===== config.mk =====
export PLATFORM = sky130hd
export DESIGN_NAME = mpeg_pes_packetizer
export DESIGN_NICKNAME = d
export VERILOG_FILES = /design/src/rtl/core/mpp_pkg.sv /design/src/rtl/core/mpp_emit.sv /design/src/rtl/core/mpeg_pes_packetizer.sv
export SDC_FILE = /design/constraint.sdc
export NUM_CORES = 1
export LEC_CHECK = 0
export ABC_AREA = 1
export ABC_CLOCK_PERIOD_IN_PS = 5150
export BUFFER_PORTS_ARGS = -buffer_cell sky130_fd_sc_hd__buf_2
export CAP_MARGIN = 20
export CORE_MARGIN = 10
export CORE_UTILIZATION = 23
export DETAILED_ROUTE_END_ITERATION = 7
export SLEW_MARGIN = 20
export SYNTH_ARGS = -nofsm -noshare
export SYNTH_HDL_FRONTEND = slang
export SYNTH_SLANG_ARGS = --single-unit

===== constraint.sdc =====
create_clock -name i_clk -period 5.15 [get_ports i_clk]
set_clock_uncertainty 0.2 [all_clocks]
set_input_delay 1.2875 -clock i_clk [delete_from_list [all_inputs] [get_ports i_clk]]
set_output_delay 1.2875 -clock i_clk [all_outputs]
set_load 0.01 [all_outputs]

===== src/rtl/core/mpp_pkg.sv =====
// Package for the MPEG program stream PES packetizer.
// Holds the header byte constants, byte sequence positions and the job struct.
// No dependencies.
package mpp_pkg;

    localparam int DATA_W        = 8;
    localparam int SID_W         = 8;
    localparam int PTS_W         = 32;
    localparam int UNIT_FIELD_W  = 24;
    localparam int PLEN_W        = 16;
    localparam int POS_W         = 5;

    // tdata bit offsets on the input side
    localparam int IN_DATA_LSB   = 0;
    localparam int IN_SID_LSB    = 8;
    localparam int IN_PTS_LSB    = 16;
    localparam int IN_LEN_LSB    = 48;
    localparam int IN_TDATA_W    = 72;

    localparam int PES_FIXED_LEN = 9;
    localparam int PTS_FIELD_LEN = 5;
    localparam int PES_LEN_BASE  = 3;

    localparam int PACK_HDR_LEN  = 14;
    localparam logic [DATA_W-1:0] PACK_HDR [PACK_HDR_LEN] = '{
        8'h00, 8'h00, 8'h01, 8'hba, 8'h44, 8'h00, 8'h04, 8'h00,
        8'h04, 8'h01, 8'h01, 8'h86, 8'ha3, 8'hf8
    };

    localparam logic [DATA_W-1:0] START_CODE_0  = 8'h00;
    localparam logic [DATA_W-1:0] START_CODE_2  = 8'h01;
    localparam logic [DATA_W-1:0] PES_FLAGS_1   = 8'h81;
    localparam logic [DATA_W-1:0] PES_FLAGS_PTS = 8'h80;
    localparam logic [DATA_W-1:0] PES_ZERO      = 8'h00;
    localparam logic [3:0]        PTS_PREFIX    = 4'h2;

    // Positions in the per-item byte sequence
    typedef logic [POS_W-1:0] t_pos;
    localparam t_pos POS_PACK      = 5'd0;
    localparam t_pos POS_PACK_LAST = 5'd13;
    localparam t_pos POS_PES       = 5'd14;
    localparam t_pos POS_PES_SC1   = 5'd15;
    localparam t_pos POS_PES_SC2   = 5'd16;
    localparam t_pos POS_SID       = 5'd17;
    localparam t_pos POS_LEN_HI    = 5'd18;
    localparam t_pos POS_LEN_LO    = 5'd19;
    localparam t_pos POS_FLAGS1    = 5'd20;
    localparam t_pos POS_FLAGS2    = 5'd21;
    localparam t_pos POS_HDR_LEN   = 5'd22;
    localparam t_pos POS_PTS0      = 5'd23;
    localparam t_pos POS_PTS1      = 5'd24;
    localparam t_pos POS_PTS2      = 5'd25;
    localparam t_pos POS_PTS3      = 5'd26;
    localparam t_pos POS_PTS4      = 5'd27;
    localparam t_pos POS_PAYLOAD   = 5'd28;

    typedef struct packed {
        logic [DATA_W-1:0] data;
        logic              eou;
        logic              has_pts;
        logic [SID_W-1:0]  sid;
        logic [PLEN_W-1:0] plen;
        logic [PTS_W-1:0]  pts;
        t_pos              start_pos;
    } t_job;

endpackage


===== src/rtl/core/mpp_emit.sv =====
// Byte sequencer and output register of the PES packetizer.
// Holds one job and walks it out byte by byte. Depends on mpp_pkg.
module mpp_emit
    import mpp_pkg::*;
(
    input  logic              i_clk,
    input  logic              i_rst_n,
    input  logic              i_job_valid,
    input  t_job              i_job,
    output logic              o_job_ready,
    input  logic              i_out_ready,
    output logic              o_out_valid,
    output logic [DATA_W-1:0] o_out_byte,
    output logic              o_out_last,
    output logic              o_out_eou
);

    logic              r_busy;
    t_pos              r_pos;
    t_job              r_job;
    logic              r_out_valid;
    logic [DATA_W-1:0] r_out_byte;
    logic              r_out_last;
    logic              r_out_eou;

    logic              out_load;
    logic              emit;
    logic              at_payload;
    logic              job_fire;
    logic [DATA_W-1:0] cur_byte;
    t_pos              n_pos;

    assign out_load    = !r_out_valid || i_out_ready;
    assign emit        = r_busy && out_load;
    assign at_payload  = (r_pos == POS_PAYLOAD);
    assign o_job_ready = !r_busy || (at_payload && out_load);
    assign job_fire    = i_job_valid && o_job_ready;

    // skip the PTS bytes on packets that carry none
    always_comb begin
        if (r_pos == POS_HDR_LEN && !r_job.has_pts) begin
            n_pos = POS_PAYLOAD;
        end else begin
            n_pos = r_pos + t_pos'(1);
        end
    end

    always_comb begin
        case (r_pos) inside
            [POS_PACK:POS_PACK_LAST]: cur_byte = PACK_HDR[r_pos[3:0]];
            POS_PES, POS_PES_SC1:     cur_byte = START_CODE_0;
            POS_PES_SC2:              cur_byte = START_CODE_2;
            POS_SID:                  cur_byte = r_job.sid;
            POS_LEN_HI:               cur_byte = r_job.plen[15:8];
            POS_LEN_LO:               cur_byte = r_job.plen[7:0];
            POS_FLAGS1:               cur_byte = PES_FLAGS_1;
            POS_FLAGS2:               cur_byte = r_job.has_pts ? PES_FLAGS_PTS : PES_ZERO;
            POS_HDR_LEN:              cur_byte = r_job.has_pts ?
                                          DATA_W'(PTS_FIELD_LEN) : PES_ZERO;
            POS_PTS0:                 cur_byte = {PTS_PREFIX, 1'b0, r_job.pts[31:30], 1'b1};
            POS_PTS1:                 cur_byte = r_job.pts[29:22];
            POS_PTS2:                 cur_byte = {r_job.pts[21:15], 1'b1};
            POS_PTS3:                 cur_byte = r_job.pts[14:7];
            POS_PTS4:                 cur_byte = {r_job.pts[6:0], 1'b1};
            POS_PAYLOAD:              cur_byte = r_job.data;
            default:                  cur_byte = PES_ZERO;
        endcase
    end

    always_ff @(posedge i_clk) begin
        if (!i_rst_n) begin
            r_busy <= 1'b0;
            r_pos  <= POS_PAYLOAD;
        end else if (job_fire) begin
            r_busy <= 1'b1;
            r_pos  <= i_job.start_pos;
        end else if (emit && at_payload) begin
            r_busy <= 1'b0;
        end else if (emit) begin
            r_pos  <= n_pos;
        end
    end

    always_ff @(posedge i_clk) begin
        if (job_fire) begin
            r_job <= i_job;
        end
    end

    always_ff @(posedge i_clk) begin
        if (!i_rst_n) begin
            r_out_valid <= 1'b0;
        end else if (out_load) begin
            r_out_valid <= emit;
        end
    end

    always_ff @(posedge i_clk) begin
        if (emit) begin
            r_out_byte <= cur_byte;
            r_out_last <= at_payload;
            r_out_eou  <= at_payload && r_job.eou;
        end
    end

    assign o_out_valid = r_out_valid;
    assign o_out_byte  = r_out_byte;
    assign o_out_last  = r_out_last;
    assign o_out_eou   = r_out_eou;

endmodule


===== src/rtl/core/mpeg_pes_packetizer.sv =====
// Top level of the MPEG program stream PES packetizer.
// Tracks unit and packet byte counts and feeds jobs to mpp_emit. Depends on mpp_pkg and mpp_emit.
//
// Usage:
//   Slave channel: one payload byte of an access unit per transaction. On the
//   first byte of a unit the stream id, PTS and unit length are taken; on later
//   bytes those fields are ignored. A length of zero frames a one-byte unit.
//   Master channel: the framed program stream, one byte per transaction. tlast
//   marks the final byte caused by one input transaction (always the payload
//   byte), tuser marks the last payload byte of a unit.
//   The first output byte of an item passes the job register, then is loaded
//   into the output register, which drives it onto the master channel.
//   Output bytes: an item without header emits only its payload byte, an item
//   that opens a PES packet emits 10 bytes (9 header bytes and the payload
//   byte), and the first item of a unit emits 29 bytes (14-byte pack header,
//   14-byte PES header with PTS, payload byte). The byte sequencer in mpp_emit
//   drives one byte per cycle into the output register while it is not stalled.
//   Reset clears the counters, so the next byte opens a new unit. There is no
//   clearing pass. When the receiver stalls, the output register holds its
//   byte, the sequencer stops, and s_axis_tready drops once the job register
//   is full.
module mpeg_pes_packetizer
    import mpp_pkg::*;
#(
    parameter int PACKET_MAX    = 2048,
    parameter int UNIT_LEN_BITS = 24
) (
    input  logic                  i_clk,
    input  logic                  i_rst_n,
    input  logic                  s_axis_tvalid,
    output logic                  s_axis_tready,
    // [7:0] data_byte, [15:8] stream_id, [47:16] pts, [71:48] unit_length
    input  logic [IN_TDATA_W-1:0] s_axis_tdata,
    output logic                  m_axis_tvalid,
    input  logic                  m_axis_tready,
    // [7:0] out_byte
    output logic [DATA_W-1:0]     m_axis_tdata,
    output logic                  m_axis_tlast,
    // [0] end_of_unit
    output logic                  m_axis_tuser
);

    localparam int LEN_W = (UNIT_LEN_BITS < UNIT_FIELD_W) ? UNIT_LEN_BITS : UNIT_FIELD_W;
    // payload per packet stays below PACKET_MAX
    localparam int PKT_W = $clog2(PACKET_MAX);
    localparam int CMP_W = (UNIT_LEN_BITS > PKT_W) ? UNIT_LEN_BITS : PKT_W;
    localparam logic [CMP_W-1:0] CAP_FIRST =
        CMP_W'(PACKET_MAX - PES_FIXED_LEN - PTS_FIELD_LEN);
    localparam logic [CMP_W-1:0] CAP_LATER = CMP_W'(PACKET_MAX - PES_FIXED_LEN);

    logic [UNIT_LEN_BITS-1:0] r_unit_rem;
    logic [PKT_W-1:0]         r_pkt_rem;
    logic [SID_W-1:0]         r_sid;

    logic                     in_fire;
    logic                     unit_start;
    logic                     new_pkt;
    logic [UNIT_LEN_BITS-1:0] in_len;
    logic [UNIT_LEN_BITS-1:0] rem;
    logic [CMP_W-1:0]         rem_ext;
    logic [CMP_W-1:0]         cap;
    logic [PKT_W-1:0]         payload;
    logic [SID_W-1:0]         in_sid;
    t_job                     job;
    logic                     job_ready;

    assign in_fire    = s_axis_tvalid && s_axis_tready;
    assign unit_start = (r_unit_rem == '0);
    assign new_pkt    = unit_start || (r_pkt_rem == '0);
    assign in_sid     = s_axis_tdata[IN_SID_LSB +: SID_W];

    // mask the length to the unit counter width, saturate zero to one
    always_comb begin
        in_len = UNIT_LEN_BITS'(s_axis_tdata[IN_LEN_LSB +: LEN_W]);
        if (in_len == '0) begin
            in_len = UNIT_LEN_BITS'(1);
        end
    end

    assign rem     = unit_start ? in_len : r_unit_rem;
    assign rem_ext = CMP_W'(rem);
    assign cap     = unit_start ? CAP_FIRST : CAP_LATER;
    assign payload = PKT_W'((rem_ext < cap) ? rem_ext : cap);

    always_comb begin
        job.data      = s_axis_tdata[IN_DATA_LSB +: DATA_W];
        job.eou       = (rem == UNIT_LEN_BITS'(1));
        job.has_pts   = unit_start;
        job.sid       = unit_start ? in_sid : r_sid;
        job.plen      = PLEN_W'(payload) + (unit_start ?
                            PLEN_W'(PES_LEN_BASE + PTS_FIELD_LEN) : PLEN_W'(PES_LEN_BASE));
        job.pts       = s_axis_tdata[IN_PTS_LSB +: PTS_W];
        if (unit_start) begin
            job.start_pos = POS_PACK;
        end else if (new_pkt) begin
            job.start_pos = POS_PES;
        end else begin
            job.start_pos = POS_PAYLOAD;
        end
    end

    // advance the unit and packet counters per accepted byte
    always_ff @(posedge i_clk) begin
        if (!i_rst_n) begin
            r_unit_rem <= '0;
            r_pkt_rem  <= '0;
            r_sid      <= '0;
        end else if (in_fire) begin
            r_unit_rem <= rem - UNIT_LEN_BITS'(1);
            r_pkt_rem  <= (new_pkt ? payload : r_pkt_rem) - PKT_W'(1);
            if (unit_start) begin
                r_sid <= in_sid;
            end
        end
    end

    assign s_axis_tready = job_ready;

    mpp_emit u_emit (
        .i_clk       (i_clk),
        .i_rst_n     (i_rst_n),
        .i_job_valid (s_axis_tvalid),
        .i_job       (job),
        .o_job_ready (job_ready),
        .i_out_ready (m_axis_tready),
        .o_out_valid (m_axis_tvalid),
        .o_out_byte  (m_axis_tdata),
        .o_out_last  (m_axis_tlast),
        .o_out_eou   (m_axis_tuser)
    );

endmodule


## Yosys cells after proc, flatten, opt, wreduce, memory -nomap -nowiden

Memories as Yosys holds them, arrays and structs flattened.
Cells that the tools add are included.

| storage, ports and cells | value |
|---|---|
| bits in registers | 126 |
| bits in read-only memories | 128 |
| input port bits | 76 |
| output and inout bits | 12 |
| logic and storage cells | 96 |
| memories kept | 1 |

Memory list:

| memory | depth | bits a word | read ports | clocked after memory_dff | write ports | line | text |
|---|---|---|---|---|---|---|---|
| (name not given) | 16 | 8 | 1 | 0 | 0 | mpp_emit.sv:50 | `[POS_PACK:POS_PACK_LAST]: cur_byte = PACK_HDR[r_pos[3:0]];` |

| operators by class | value |
|---|---|
| $add $sub $neg | 4 |
| order comparisons | 4 |
| eq/ne operators | 17 |
| muxes and demuxes | 34 |
| bitwise logic cells | 1 |
| reductions and logical operators | 20 |

Operator list:

| cell | number |
|---|---|
| 8-bit two-way mux | 19 |
| 5-bit equality test (second input constant) | 13 |
| 24-bit logical NOT | 2 |
| 24-bit two-way mux | 2 |
| 5-bit two-way mux | 6 |
| 24-bit by 1-bit equality test with 1-bit output (second input constant) | 1 |
| 24-bit by 11-bit less-than comparator with 1-bit output | 1 |
| 24-bit by 1-bit subtractor with 24-bit output (second input constant) | 1 |
| 11-bit two-way mux | 2 |
| 11-bit by 4-bit adder with 12-bit output | 1 |
| 11-bit logical NOT | 1 |
| 11-bit by 1-bit subtractor with 11-bit output (second input constant) | 1 |
| 5-bit by 4-bit equality test with 1-bit output (second input constant) | 2 |
| 1-bit logical AND | 7 |
| 3-bit two-way mux | 2 |
| 5-bit by 1-bit adder with 5-bit output (second input constant) | 1 |
| 5-bit by 1-bit greater-or-equal comparator with 1-bit output (second input constant) | 1 |
| 5-bit greater-or-equal comparator (second input constant) | 1 |
| 5-bit by 4-bit <= comparator with 1-bit output (second input constant) | 1 |
| 4-bit inverter with 5-bit output | 1 |
| 4-bit two-way mux | 1 |
| 2-bit nonzero test | 2 |
| 1-bit logical NOT | 3 |
| 1-bit logical OR | 3 |
| other kinds (4) | 5 |

## Logic depth before layout (Yosys ltp)

Gate-level depths: netlist of run 1.

| depth | value |
|---|---|
| depth after elaboration | 16 |
| mapped depth | 29 |
| depth with buffers taken out | 28 |

## Hierarchy

Synthesis of run 1 repeated with hierarchy kept, for this count alone.

| second synthesis, totals | value |
|---|---|
| cells, all modules | 983 |
| area total of the unflattened synthesis | 7703.6 um2 |

By module, submodules not included:

| module | instances | cells each | area each (um2) | seq. area each (um2) |
|---|---|---|---|---|
| mpeg_pes_packetizer | 1 | 609 | 3885.0 | 860.8 |
| mpp_emit | 1 | 374 | 3818.7 | 2422.3 |

## Worst setup path after synthesis of run 1

OpenSTA, ideal clock, no wires.

| timing | value |
|---|---|
| path type | input to register |
| start point | input port m_axis_tready |
| end point | register u_emit.r_job[10] in the netlist's numbering, enable pin |
| setup time | 0.451 ns |
| arrival | 3.816 ns |
| required time | 4.499 ns |
| slack | 0.684 ns |
| stages on the path | 6 |
| buffers on the path | 2 |
| cells stage by stage | inv_1 > nand2_1 > a21oi_1 > nor2_1 > clkbuf_1 > clkbuf_1 |

| on the way | value |
|---|---|
| longest elaborated chain between the ends | 4 |

Ends and longest elaborated chain:

| element | line | text |
|---|---|---|
| start, declared | mpeg_pes_packetizer.sv:35 | `input logic m_axis_tready,` |
| 1-bit logical OR | mpp_emit.sv:33 | `assign out_load = !r_out_valid \|\| i_out_ready;` |
| 1-bit logical AND | mpp_emit.sv:36 | `assign o_job_ready = !r_busy \|\| (at_payload && out_load);` |
| 1-bit logical OR | mpp_emit.sv:36 |  |
| 1-bit logical AND | -- |  |
| named net in_fire | mpeg_pes_packetizer.sv:55 | `logic in_fire;` |
| end signal, assigned | mpp_emit.sv:86 | `r_job <= i_job;` |
| end, declared | mpp_emit.sv:20 | `t_job r_job;` |

The timed path passes the listed nets, and every way through them passes these cells.
A chain may end at the register's enable or synchronous reset.

==> results of run 1 <==
[Yosys cell counts, types with 2 or more instances]
cell type  instances
nand2_1          162
inv_1            143
nor2_1            86
edfxtp_1          72
o21ai_0           72
dfxtp_1           50
a21oi_1           32
nand3_1           31
nand4_1           30
nand2_2           17
clkbuf_1          14
ha_1              13
xor2_1            13
o22ai_1           12
nor2_2            11
a31oi_1           10
nor4_1            10
o211ai_1          10
xnor2_1            8
buf_6              7
nor2_4             7
nor3_1             7
inv_2              6
o21ai_1            6
a221oi_1           5
nand3_4            5
buf_2              4
nand3_2            4
o221ai_1           4
o311ai_0           4
buf_8              3
clkinv_1           3
nand2_4            3
or2_2              3
a22o_1             2
a31o_2             2
nor2_8             2
o2111ai_1          2
o21bai_2           2
[cell families after synthesis]
kind of cell / count (synthesis)
compound gates: 168
xor+xnor: 21
flops: 122
simple gates: 385
buf+inv: 181
fa+ha+maj: 14
[power by group]
part | total [W] | leakage (nW) | switching, W | internal [W]
clock network | 0.00124 | 0.299 | 0.000468 | 0.000771
logic | 0.00124 | 2.47 | 0.000832 | 0.000411
registers | 0.00125 | 1.09 | 0.0000621 | 0.00119
[layer usage]
| metal | vias to the layer above | share of wire, % | routed length [µm] | GRT usage (%) |
|---|---|---|---|---|
| li1 | 3151 | - | - | - |
| met1 | 2835 | 44 | 8760 | 11.9 |
| met2 | 167 | 49 | 9730 | 17.2 |
| met3 | 26 | 4.2 | 836 | 1.99 |
| met4 | 0 | 2.0 | 390 | 4.02 |
| met5 | - | 0 | 0 | 0 |
[stage by stage]
step / utilization [%] / cells / hold slack (ns)
2_1_floorplan: - / 891 / 0.251
3_3_place_gp: 26.0 / 1352 / 0.265
3_5_place_dp: 26.0 / 1352 / 0.268
4_1_cts: 28.0 / 1384 / 0.277
5_1_grt: 28.0 / 1384 / 0.305
6_report: 28.0 / 1384 / 0.277
[sequential cells by signal, indices dropped and copies added, names as in the netlist]
register,cells
u_emit.r_pos,5
u_emit.o_out_eou,1
u_emit.o_out_byte,8
u_emit.o_out_last,1
r_sid,8
r_pkt_rem,11
u_emit.r_busy,1
u_emit.o_out_valid,1
u_emit.r_job,62
r_unit_rem,24
[worst max path at each step]
| stage | start | endpoint | slack, ns | depth (start not counted) |
|---|---|---|---|---|
| after floorplan | m_axis_tready | u_emit.r_job[10] | 0.68 | 6 |
| after global placement | s_axis_tdata[50] | u_emit.r_job[47] | 0.61 | 20 |
| after detailed placement | s_axis_tdata[50] | u_emit.r_job[47] | 0.57 | 20 |
| after CTS | r_unit_rem[2] | u_emit.r_job[47] | 0.64 | 24 |
| after global routing | r_unit_rem[2] | u_emit.r_job[47] | 0.18 | 24 |
| final | r_unit_rem[2] | u_emit.r_job[46] | 0.64 | 24 |
[area by class of cell]
cell class	count	area share [%]
Multi-Input combinational cell	588	38.3
Sequential cell	122	36.6
Inverter	153	6.67
Tap cell	396	5.74
Timing Repair Buffer	93	5.57
Clock buffer	17	4.93
Clock inverter	15	2.13
[worst min-delay path, stage by stage (launching register included)]
cell and delay (ns):
dfxtp_1 0.31, inv_1 0.06, a21oi_1 0.06
==> impl_results.md, run 1 <==
* Startpoint of the worst register-to-register path: r_unit_rem[2]
* Tot GR Track Use at 9.97%
* Starting DRC count in detailed routing at 454
* CTS tree: built
* Post-CTS Resized at 0
* Root buffer cell: clkbuf_16
* Leak at 3.86 nW
* CP Launch Type: register
* Reg2reg end: u_emit.r_job[46]
* Max cap viols at 0
* Synth Flop Type: edfxtp_1
* Final Hold Viols at 0
* Initial DRT Pass Iterations at 5
* Crit path time final at 4.51 ns
* Worst-Margin Slew at between 0.9 and 1 ns
* Status: completed
* Crit. End Element: register
* Setup TNS at 0 ns
* Die H at a little under 200 µm
* Place WS at between 0.5 and 0.6 ns
* NumNets Final at about 1,100
* PortBufs at 87
* Worst Hold Path EP: u_emit.o_out_valid
* I/O pin count at 88
* Clock-pin slew on the worst setup and hold paths at 0.06 ns
* Share of post-route cells with drive strength above 1 at about a fifth
* Routed Antenna Nets at 0
* Vias at 6,179
* Pwr Total at 0.00373 W
* Sink Count at 122
* Final Slew Violations at 0
* Die X at 197 µm
* RD Place Congestion at around 0.87
* Post-Synth Simple-Gate Area at between 20% and 30%
* Post-DP HPWL at 14,900 µm
* Largest stage delay on the critical path at 0.37 ns
* Worst-Skew Late Latency at around 0.42 ns
* PD cells at 432 nW/µm²
* Worst path top cell family by delay: simple AND/OR/NAND/NOR gates
* CP Class: reg2reg
* Sequential fraction of the synthesis area at between 40% and 50%
* # Post-CTS Setup Buffers at 0
* Sequential Area at 3160 µm²
* Synth area leader: edfxtp_1
* R2R cell count at 24
* Starting density of the core at 23.5%
* CTS H-tree lvls at 4
* Worst path required time at 5.11 ns
* Ant diodes at 0
* Final setup vio count at 0
* Initial antenna violation count at 0
* Final instance area at about 8600 µm²
* Max frequency at 222 MHz
* Die area at 38,900 µm²
* Adder-Cell Fraction of Synth Area at 2.53%
* Post-synth EDFFs at 72
* Routed WL per cell at 14.2 µm
* Crit path cell chain: nor2_2, nand2_2, nor2_4, nand3_2, inv_2, a21oi_4, inv_2, ha_1, a21boi_0, a21oi_1, nor2_2, nand2_2, nand2_4, nand2_2, o21ai_0, inv_1, ha_1, a21oi_1, nand3b_2, o21ai_1, nand2_1, nor2_2, nand2_1, xor2_1
* Post-synthesis mux area share at 0%
* Post-Synthesis Cells at 891
* Worst path arrival time at 4.46 ns
* Post-synthesis compound-gate area fraction at 13.8%
* Grt ovf at 0
* Min setup slack post-route at 0.644 ns
* Hold Crit Start: u_emit.r_busy
* Total Wirelength at about 20,000 µm
* Synth Cell Area at 7230 µm²
* Multi-input logic area at 3310 µm²
* Placed inst area at 8020 µm²
* Area Growth Syn to Fin at 19.3%
* Core Box Area at 30,800 µm²
* Largest net degree at the start of global routing at 60
* Hold buffer count at cts at 0
* Syn nets at 981
* First-pass GRT wire length at between 30,000 and 40,000 µm
* Worst-path fanout max at 20
* Fillers at approximately 3,300
* Commonest cells after routing, fill and taps aside: nand2_1 (162), inv_1 (143), buf_2 (87)
* Hold WC Path Type: reg2reg
* Largest family of logic cells by synthesized area: simple AND/OR/NAND/NOR gates
* Relative slew slack at around a third
* Worst hold path stage count at 2
* Synth Area in XOR/XNOR at 2.54%
* CP max-delay cell: nor2_4
* Clock Path Buffers at 2
* FF+latch count, synth at 122
* Main area contributors after synthesis: edfxtp_1 (30%), dfxtp_1 (14%), nand2_1 (8.4%)
* Vias in the first global route at 6,081
* Commonest non-fill, non-tap cell in the layout: nand2_1
* DRC Markers at 0
* RSZ-0062 raised after global routing: false
* Bufs and invs on worst path at 3
* Distinct cell type count of the synthesized netlist at between 50 and 60
* Yosys warns at 0
* Std cell rows at 64
* Mean Syn Cell Area at between 8 and 9 µm²
* Peak supply drop at 245 µV
* Avg Vias per Cell at 4.46
* Total CTS buffers at 17
* Post-synth top area share at between 20% and 30%
* Ys async rst share at 0%
* R2R Setup Slk at 0.64 ns
* Final period util at between 80% and 90%
Power figures use the tool's default switching activity.
==> run 2: changes to the inputs <==
--- a/config.mk
+++ b/config.mk
@@ -9,9 +9,13 @@
 export ABC_CLOCK_PERIOD_IN_PS = 5150
 export BUFFER_PORTS_ARGS = -buffer_cell sky130_fd_sc_hd__buf_2
 export CAP_MARGIN = 20
+export CELL_PAD_IN_SITES_DETAIL_PLACEMENT = 1
+export CELL_PAD_IN_SITES_GLOBAL_PLACEMENT = 2
 export CORE_MARGIN = 10
 export CORE_UTILIZATION = 23
 export DETAILED_ROUTE_END_ITERATION = 7
+export PLACE_DENSITY_LB_ADDON = 0.1
+export REMOVE_ABC_BUFFERS = 1
 export SLEW_MARGIN = 20
 export SYNTH_ARGS = -nofsm -noshare
 export SYNTH_HDL_FRONTEND = slang
==> impl_results.md, run 2 (synthesis results as in run 1) <==
* Worst path required time at 5.11 ns (about the same)
* PortBufs at 87 (unchanged)
* Vias in the first global route at 6,775 (+11%)
* Initial antenna violation count at 0 (unchanged)
* Placed inst area at 8090 µm² (+0.90%)
* Hold buffer count at cts at 0 (unchanged)
* CP Launch Type: register
* CTS H-tree lvls at 4 (unchanged)
* Max frequency at 228 MHz (+2.9%)
* Root buffer cell: clkbuf_16
* Leak at 3.90 nW (+0.94%)
* Status: completed
* Std cell rows at 64 (unchanged)
* Routed Antenna Nets at 0 (unchanged)
* Total Wirelength at 25,600 µm (+30%)
* Final instance area at 8670 µm² (+0.48%)
* Die X at 197 µm (unchanged)
* Starting density of the core at 23.5% (unchanged)
* CTS tree: built
* Crit. End Element: register
* Final period util at 85.0% (-2.5 points)
* Post-DP HPWL at 19,700 µm (+32%)
* Total CTS buffers at 17 (unchanged)
* Core Box Area at 30,800 µm² (unchanged)
* NumNets Final at 1,073 (+0.75%)
* DRC Markers at 0 (unchanged)
* Tot GR Track Use at 13.4% (+3.5 points)
* # Post-CTS Setup Buffers at 0 (unchanged)
* Worst hold slack at 0.278 ns (+0.00109 ns)
* Grt ovf at 0 (unchanged)
* Worst-Margin Slew at 0.911 ns (-0.0673 ns)
* Post-CTS Resized at 0 (unchanged)
* Worst-path fanout max at 20 (unchanged)
* Routed WL per cell at 18.4 µm (+29%)
* Fin util at 28.1% (+0.13 points)
* RD Place Congestion at 0.753 (-14%)
* Setup TNS at 0 ns (unchanged)
* RSZ-0062 raised after global routing: false
* Final setup vio count at 0 (unchanged)
* I/O pin count at 88 (unchanged)
* Avg Vias per Cell at 4.44 (-0.57%)
* Area Growth Syn to Fin at 19.9%
* Ant diodes at 0 (unchanged)
* Crit path time final at 4.38 ns (-0.129 ns)
* Biggest regs: u_emit.r_job: 62 flops, r_unit_rem: 24 flops, r_pkt_rem: 11 flops
* Place WS at 0.470 ns (-0.101 ns)
* Sink Count at 122 (unchanged)
* CP Class: reg2reg
* Peak supply drop at 239 µV (-2.3%)
* PD cells at 434 nW/µm² (+0.40%)
* Starting DRC count in detailed routing at 207 (-54%)
* Commonest cells after routing, fill and taps aside: nand2_1 (162), inv_1 (143), buf_2 (87)
* Final Slew Violations at 0 (unchanged)
* Die H at 197 µm (unchanged)
* Relative slew slack at 39.1% (+4.5 points)
* Top reg by flops: u_emit.r_job
* Die area at 38,900 µm² (unchanged)
* First-pass GRT wire length at 40,100 µm (+29%)
* Largest net degree at the start of global routing at 41 (-32%)
* Hold WC Path Type: reg2reg
* Max cap viols at 0 (unchanged)
* Worst path arrival time at 4.34 ns (-0.12 ns)
* Commonest non-fill, non-tap cell in the layout: nand2_1
* Initial DRT Pass Iterations at 4 (-1)
* Share of post-route cells with drive strength above 1 at 20.4% (+0.64 points)
* Final Hold Viols at 0 (unchanged)
* Worst-Skew Late Latency at 0.43 ns (about the same)
* Clock Path Buffers at 2 (unchanged)
* Clock-pin slew on the worst setup and hold paths at 0.06 ns (about the same)
* Min setup slack post-route at 0.773 ns (+0.129 ns)
* Max reg flops at 62 (unchanged)
* Vias at 6,179 (unchanged)
==> run 2: final timing paths <==
path                 start                  to  slack [ns]  cells past startpoint
min          u_emit.r_busy  u_emit.o_out_valid        0.28                      2
max          r_unit_rem[0]    u_emit.r_job[47]        0.77                     25
min reg2reg  u_emit.r_busy  u_emit.o_out_valid        0.28                      2
max reg2reg  r_unit_rem[0]    u_emit.r_job[47]        0.77                     25
==> run 2: cell type report <==
class,count,area [µm²]
Inverter,153,576
Timing Repair Buffer,101,553
Tap cell,396,495
Multi-Input combinational cell,588,3310
Fill cell,3672,22200
Clock buffer,20,479
Clock inverter,12,98.8
Sequential cell,122,3160
==> run 2: worst max-delay path, cell delays in order (launching register included) <==
cell	delay [ns]
dfxtp_1	0.32
nor2_1	0.18
nand2_2	0.09
nor2_4	0.07
buf_4	0.25
nand3_2	0.15
inv_2	0.22
a21oi_4	0.12
inv_2	0.08
ha_1	0.22
a21boi_0	0.12
a21oi_1	0.17
nor2_2	0.05
nand2_2	0.26
nand2_4	0.13
nand2_2	0.15
o21ai_0	0.11
inv_1	0.07
ha_1	0.18
fa_1	0.23
nand2_1	0.08
o21ai_2	0.16
nand2_1	0.08
nor2_2	0.15
nand3_1	0.11
xor2_1	0.15
==> run 2: power breakdown <==
| group | leakage, nW | switching (W) | internal (W) |
|---|---|---|---|
| Combinational | 2.51 | 0.000890 | 0.000421 |
| Sequential | 1.09 | 0.0000664 | 0.00119 |
| Clock | 0.290 | 0.000512 | 0.000687 |
| Total | 3.90 | 0.00147 | 0.00230 |
==> run 2: metal layers <==
| metal | GRT usage, % | share of wire (%) |
|---|---|---|
| met2 | 23.2 | 48 |
| met4 | 2.48 | 0.63 |
| met1 | 17.0 | 48 |
| met3 | 2.90 | 3.4 |
| met5 | 0 | 0 |
==> run 2: through the flow <==
step,power (W),std cells
2_1_floorplan,0.00219,863
3_3_place_gp,0.00262,1360
3_5_place_dp,0.00261,1360
4_1_cts,0.00384,1392
5_1_grt,0.00406,1392
6_report,0.00376,1392
==> run 3: changes to the inputs <==
--- a/config.mk
+++ b/config.mk
@@ -6,7 +6,7 @@
 export NUM_CORES = 1
 export LEC_CHECK = 0
 export ABC_AREA = 1
-export ABC_CLOCK_PERIOD_IN_PS = 5150
+export ABC_CLOCK_PERIOD_IN_PS = 4230
 export BUFFER_PORTS_ARGS = -buffer_cell sky130_fd_sc_hd__buf_2
 export CAP_MARGIN = 20
 export CELL_PAD_IN_SITES_DETAIL_PLACEMENT = 1
==> constraint.sdc (replaced) <==
create_clock -name i_clk -period 4.23 [get_ports i_clk]
set_clock_uncertainty 0.2 [all_clocks]
set_input_delay 1.0575 -clock i_clk [delete_from_list [all_inputs] [get_ports i_clk]]
set_output_delay 1.0575 -clock i_clk [all_outputs]
set_load 0.01 [all_outputs]
==> impl_results.md, run 3 (synthesis results as in run 1) <==
* Max cap viols at 0 (unchanged)
* Sw Share at 39.5% (+0.47 points)
* Worst-Margin Slew at 0.746 ns (-0.165 ns)
* Area Growth Syn to Fin at 20.7%
* Top reg by flops: u_emit.r_job
* Met2 WL at 12,400 µm (+0.67%)
* Routed Antenna Nets at 0 (unchanged)
* Avg Vias per Cell at 4.48 (+0.84%)
* CP Launch Type: register
* Ant diodes at 0 (unchanged)
* Non-filler cells, final at 1,403 (+0.79%)
* DRC Markers at 0 (unchanged)
* Final period util at 90.2% (+5.2 points)
* CTS tree: built
* Largest net degree at the start of global routing at 100 (+140%)
* Leak at 3.92 nW (+0.59%)
* Final Hold Viols at 0 (unchanged)
* Startpoint of the worst register-to-register path: r_unit_rem[14]
* Worst Hold Path EP: r_sid[7]
* Hold Crit Start: r_sid[7]
* Root buffer cell: clkbuf_16
* Placed cell count at 1,371 (+0.81%)
* Internal power at 0.00275 W (+20%)
* Routed WL per cell at 18.5 µm (+0.48%)
* Post-CTS Resized at 0 (unchanged)
* Critical Path Start: r_unit_rem[14]
* Share of post-route cells with drive strength above 1 at 21.3% (+0.87 points)
* Max frequency at 262 MHz (+15%)
* R2R Setup Slk at 0.42 ns (-0.36 ns)
* Commonest cells after routing, fill and taps aside: nand2_1 (162), inv_1 (143), buf_2 (87)
* Biggest regs: u_emit.r_job: 62 flops, r_unit_rem: 24 flops, r_pkt_rem: 11 flops
* Clock Path Buffers at 2 (unchanged)
* Worst path arrival time at 3.77 ns (-0.57 ns)
* First-pass GRT wire length at 41,000 µm (+2.1%)
* PortBufs at 87 (unchanged)
* Die area at 38,900 µm² (unchanged)
* I/O pin count at 88 (unchanged)
* Final Slew Violations at 0 (unchanged)
* Starting DRC count in detailed routing at 289 (+40%)
* R2R cell count at 22 (-12%)
* Relative slew slack at 50.1% (+11 points)
* Sink Count at 122 (unchanged)
* Worst hold slack at 0.278 ns (+0.000578 ns)
* Seq pwr share at 33.6% (+0.3 points)
* Vias in the first global route at 6,884 (+1.6%)
* Sequential Area at 3160 µm² (unchanged)
* Initial antenna violation count at 0 (unchanged)
* Pwr Total at 0.00455 W (+21%)
* Worst-Skew Late Latency at 0.44 ns (about the same)
* Net Switching at 0.00180 W (+22%)
* Starting density of the core at 23.5% (unchanged)
* RD Place Congestion at 0.780 (+3.6%)
* Worst path required time at 4.19 ns (-0.92 ns)
* Worst-path fanout max at 19 (-5.0%)
* Worst hold path stage count at 2 (unchanged)
* Peak supply drop at 306 µV (+28%)
* Multi-input logic area at 3310 µm² (unchanged)
* CP Class: reg2reg
* Vias at 6,280 (+1.6%)
* Grt ovf at 0 (unchanged)
* Hold buffer count at cts at 0 (unchanged)
* Crit path time final at 3.81 ns (-0.564 ns)
* Crit. End Element: register
* Clock-pin slew on the worst setup and hold paths at 0.06 ns (about the same)
* Hold WC Path Type: reg2reg
* Initial DRT Pass Iterations at 4 (unchanged)
* Die H at 197 µm (unchanged)
* Reg2reg end: u_emit.r_job[47]
* Std cell rows at 64 (unchanged)
* Commonest non-fill, non-tap cell in the layout: nand2_1
* Status: completed
* Clk pwr share at 30.8% (-1.1 points)
* CTS H-tree lvls at 4 (unchanged)
* RSZ-0062 raised after global routing: false
* Post-DP HPWL at 19,800 µm (+0.79%)
* Die X at 197 µm (unchanged)
* Max layer used: met4
* Max reg flops at 62 (unchanged)
* WL met3 at 885 µm (+2.7%)
* DRT met1 WL at 12,400 µm (+1.1%)
* Core Box Area at 30,800 µm² (unchanged)
* Final setup vio count at 0 (unchanged)
* Fillers at 3,698 (+0.71%)
* PD cells at 521 nW/µm² (+20%)
* NumNets Final at 1,084 (+1.0%)
* Total CTS buffers at 17 (unchanged)
* Logic pwr share at 35.6% (+0.8 points)
* Placed inst area at 8180 µm² (+1.0%)
* # Post-CTS Setup Buffers at 0 (unchanged)
* Final instance area at 8730 µm² (+0.68%)
* Tot GR Track Use at 13.7% (+0.27 points)
* Total Wirelength at 26,000 µm (+1.3%)
run 3: cell types whose count changed in the layout (fill, tap and decap cells not counted), sizes merged:
cell,delta
buf,+11
clkbuf,-1
clkinvlp,+4
inv,-3
run 3: worst max-delay path by stage:
| stage | slack, ns | endpoint | cells past startpoint |
|---|---|---|---|
| after floorplan | -3.55 | r_sid[0] | 9 |
| after global placement | 0.17 | u_emit.r_job[47] | 20 |
| after detailed placement | 0.11 | u_emit.r_job[47] | 20 |
| after CTS | 0.33 | u_emit.r_job[47] | 24 |
| after global routing | 0.07 | u_emit.r_job[47] | 22 |
| final | 0.42 | u_emit.r_job[47] | 22 |
run 3: critical path: stages (launching register included):
cell and delay, ns:
dfxtp_1 0.31, nor2_1 0.12, nand2_1 0.09, nor2_2 0.20, buf_4 0.32, nand4_1 0.17
nand2_1 0.14, nand2_1 0.12, nor2_4 0.17, nand2_4 0.08, nor2_8 0.12, nand2_4 0.10
nand2_2 0.13, o21ai_0 0.10, inv_1 0.06, ha_1 0.18, fa_1 0.21, nand2_1 0.08
o21ai_2 0.17, nand2_1 0.08, nor2_2 0.14, nand3_1 0.11, xor2_1 0.16
run 3: layer usage:
metal / GRT usage [%] / up-vias
li1: - / 3187
met1: 17.5 / 2982
met2: 23.4 / 94
met3: 2.42 / 17
met4: 3.53 / 0
met5: 0 / -
run 3: layout make-up:
cell class	count	area share, %
clock buffer	19	5.07
clock inverter	13	1.28
inverter	153	6.59
multi-input combinational	588	37.9
sequential	122	36.2
tap	396	5.67
timing repair buffer	112	7.28
run 3: power by group through the flow:
stage	sequential (W)	combinational (W)	clock [W]
global route	0.00155	0.00184	0.00150
global placement	0.00155	0.00166	0
CTS	0.00153	0.00166	0.00145
detailed placement	0.00155	0.00165	0
floorplan	0.00154	0.00112	0
finish	0.00153	0.00162	0.00140
run 3: metrics by stage:
step           setup TNS, ns  worst slack [ns]  utilization (%)
5_1_grt                    0            0.0725             28.3
6_report                   0             0.416             28.3
4_1_cts                    0             0.334             28.3
3_5_place_dp               0             0.114             26.5
3_3_place_gp               0             0.170             26.5
2_1_floorplan        -228.45             -3.55                -
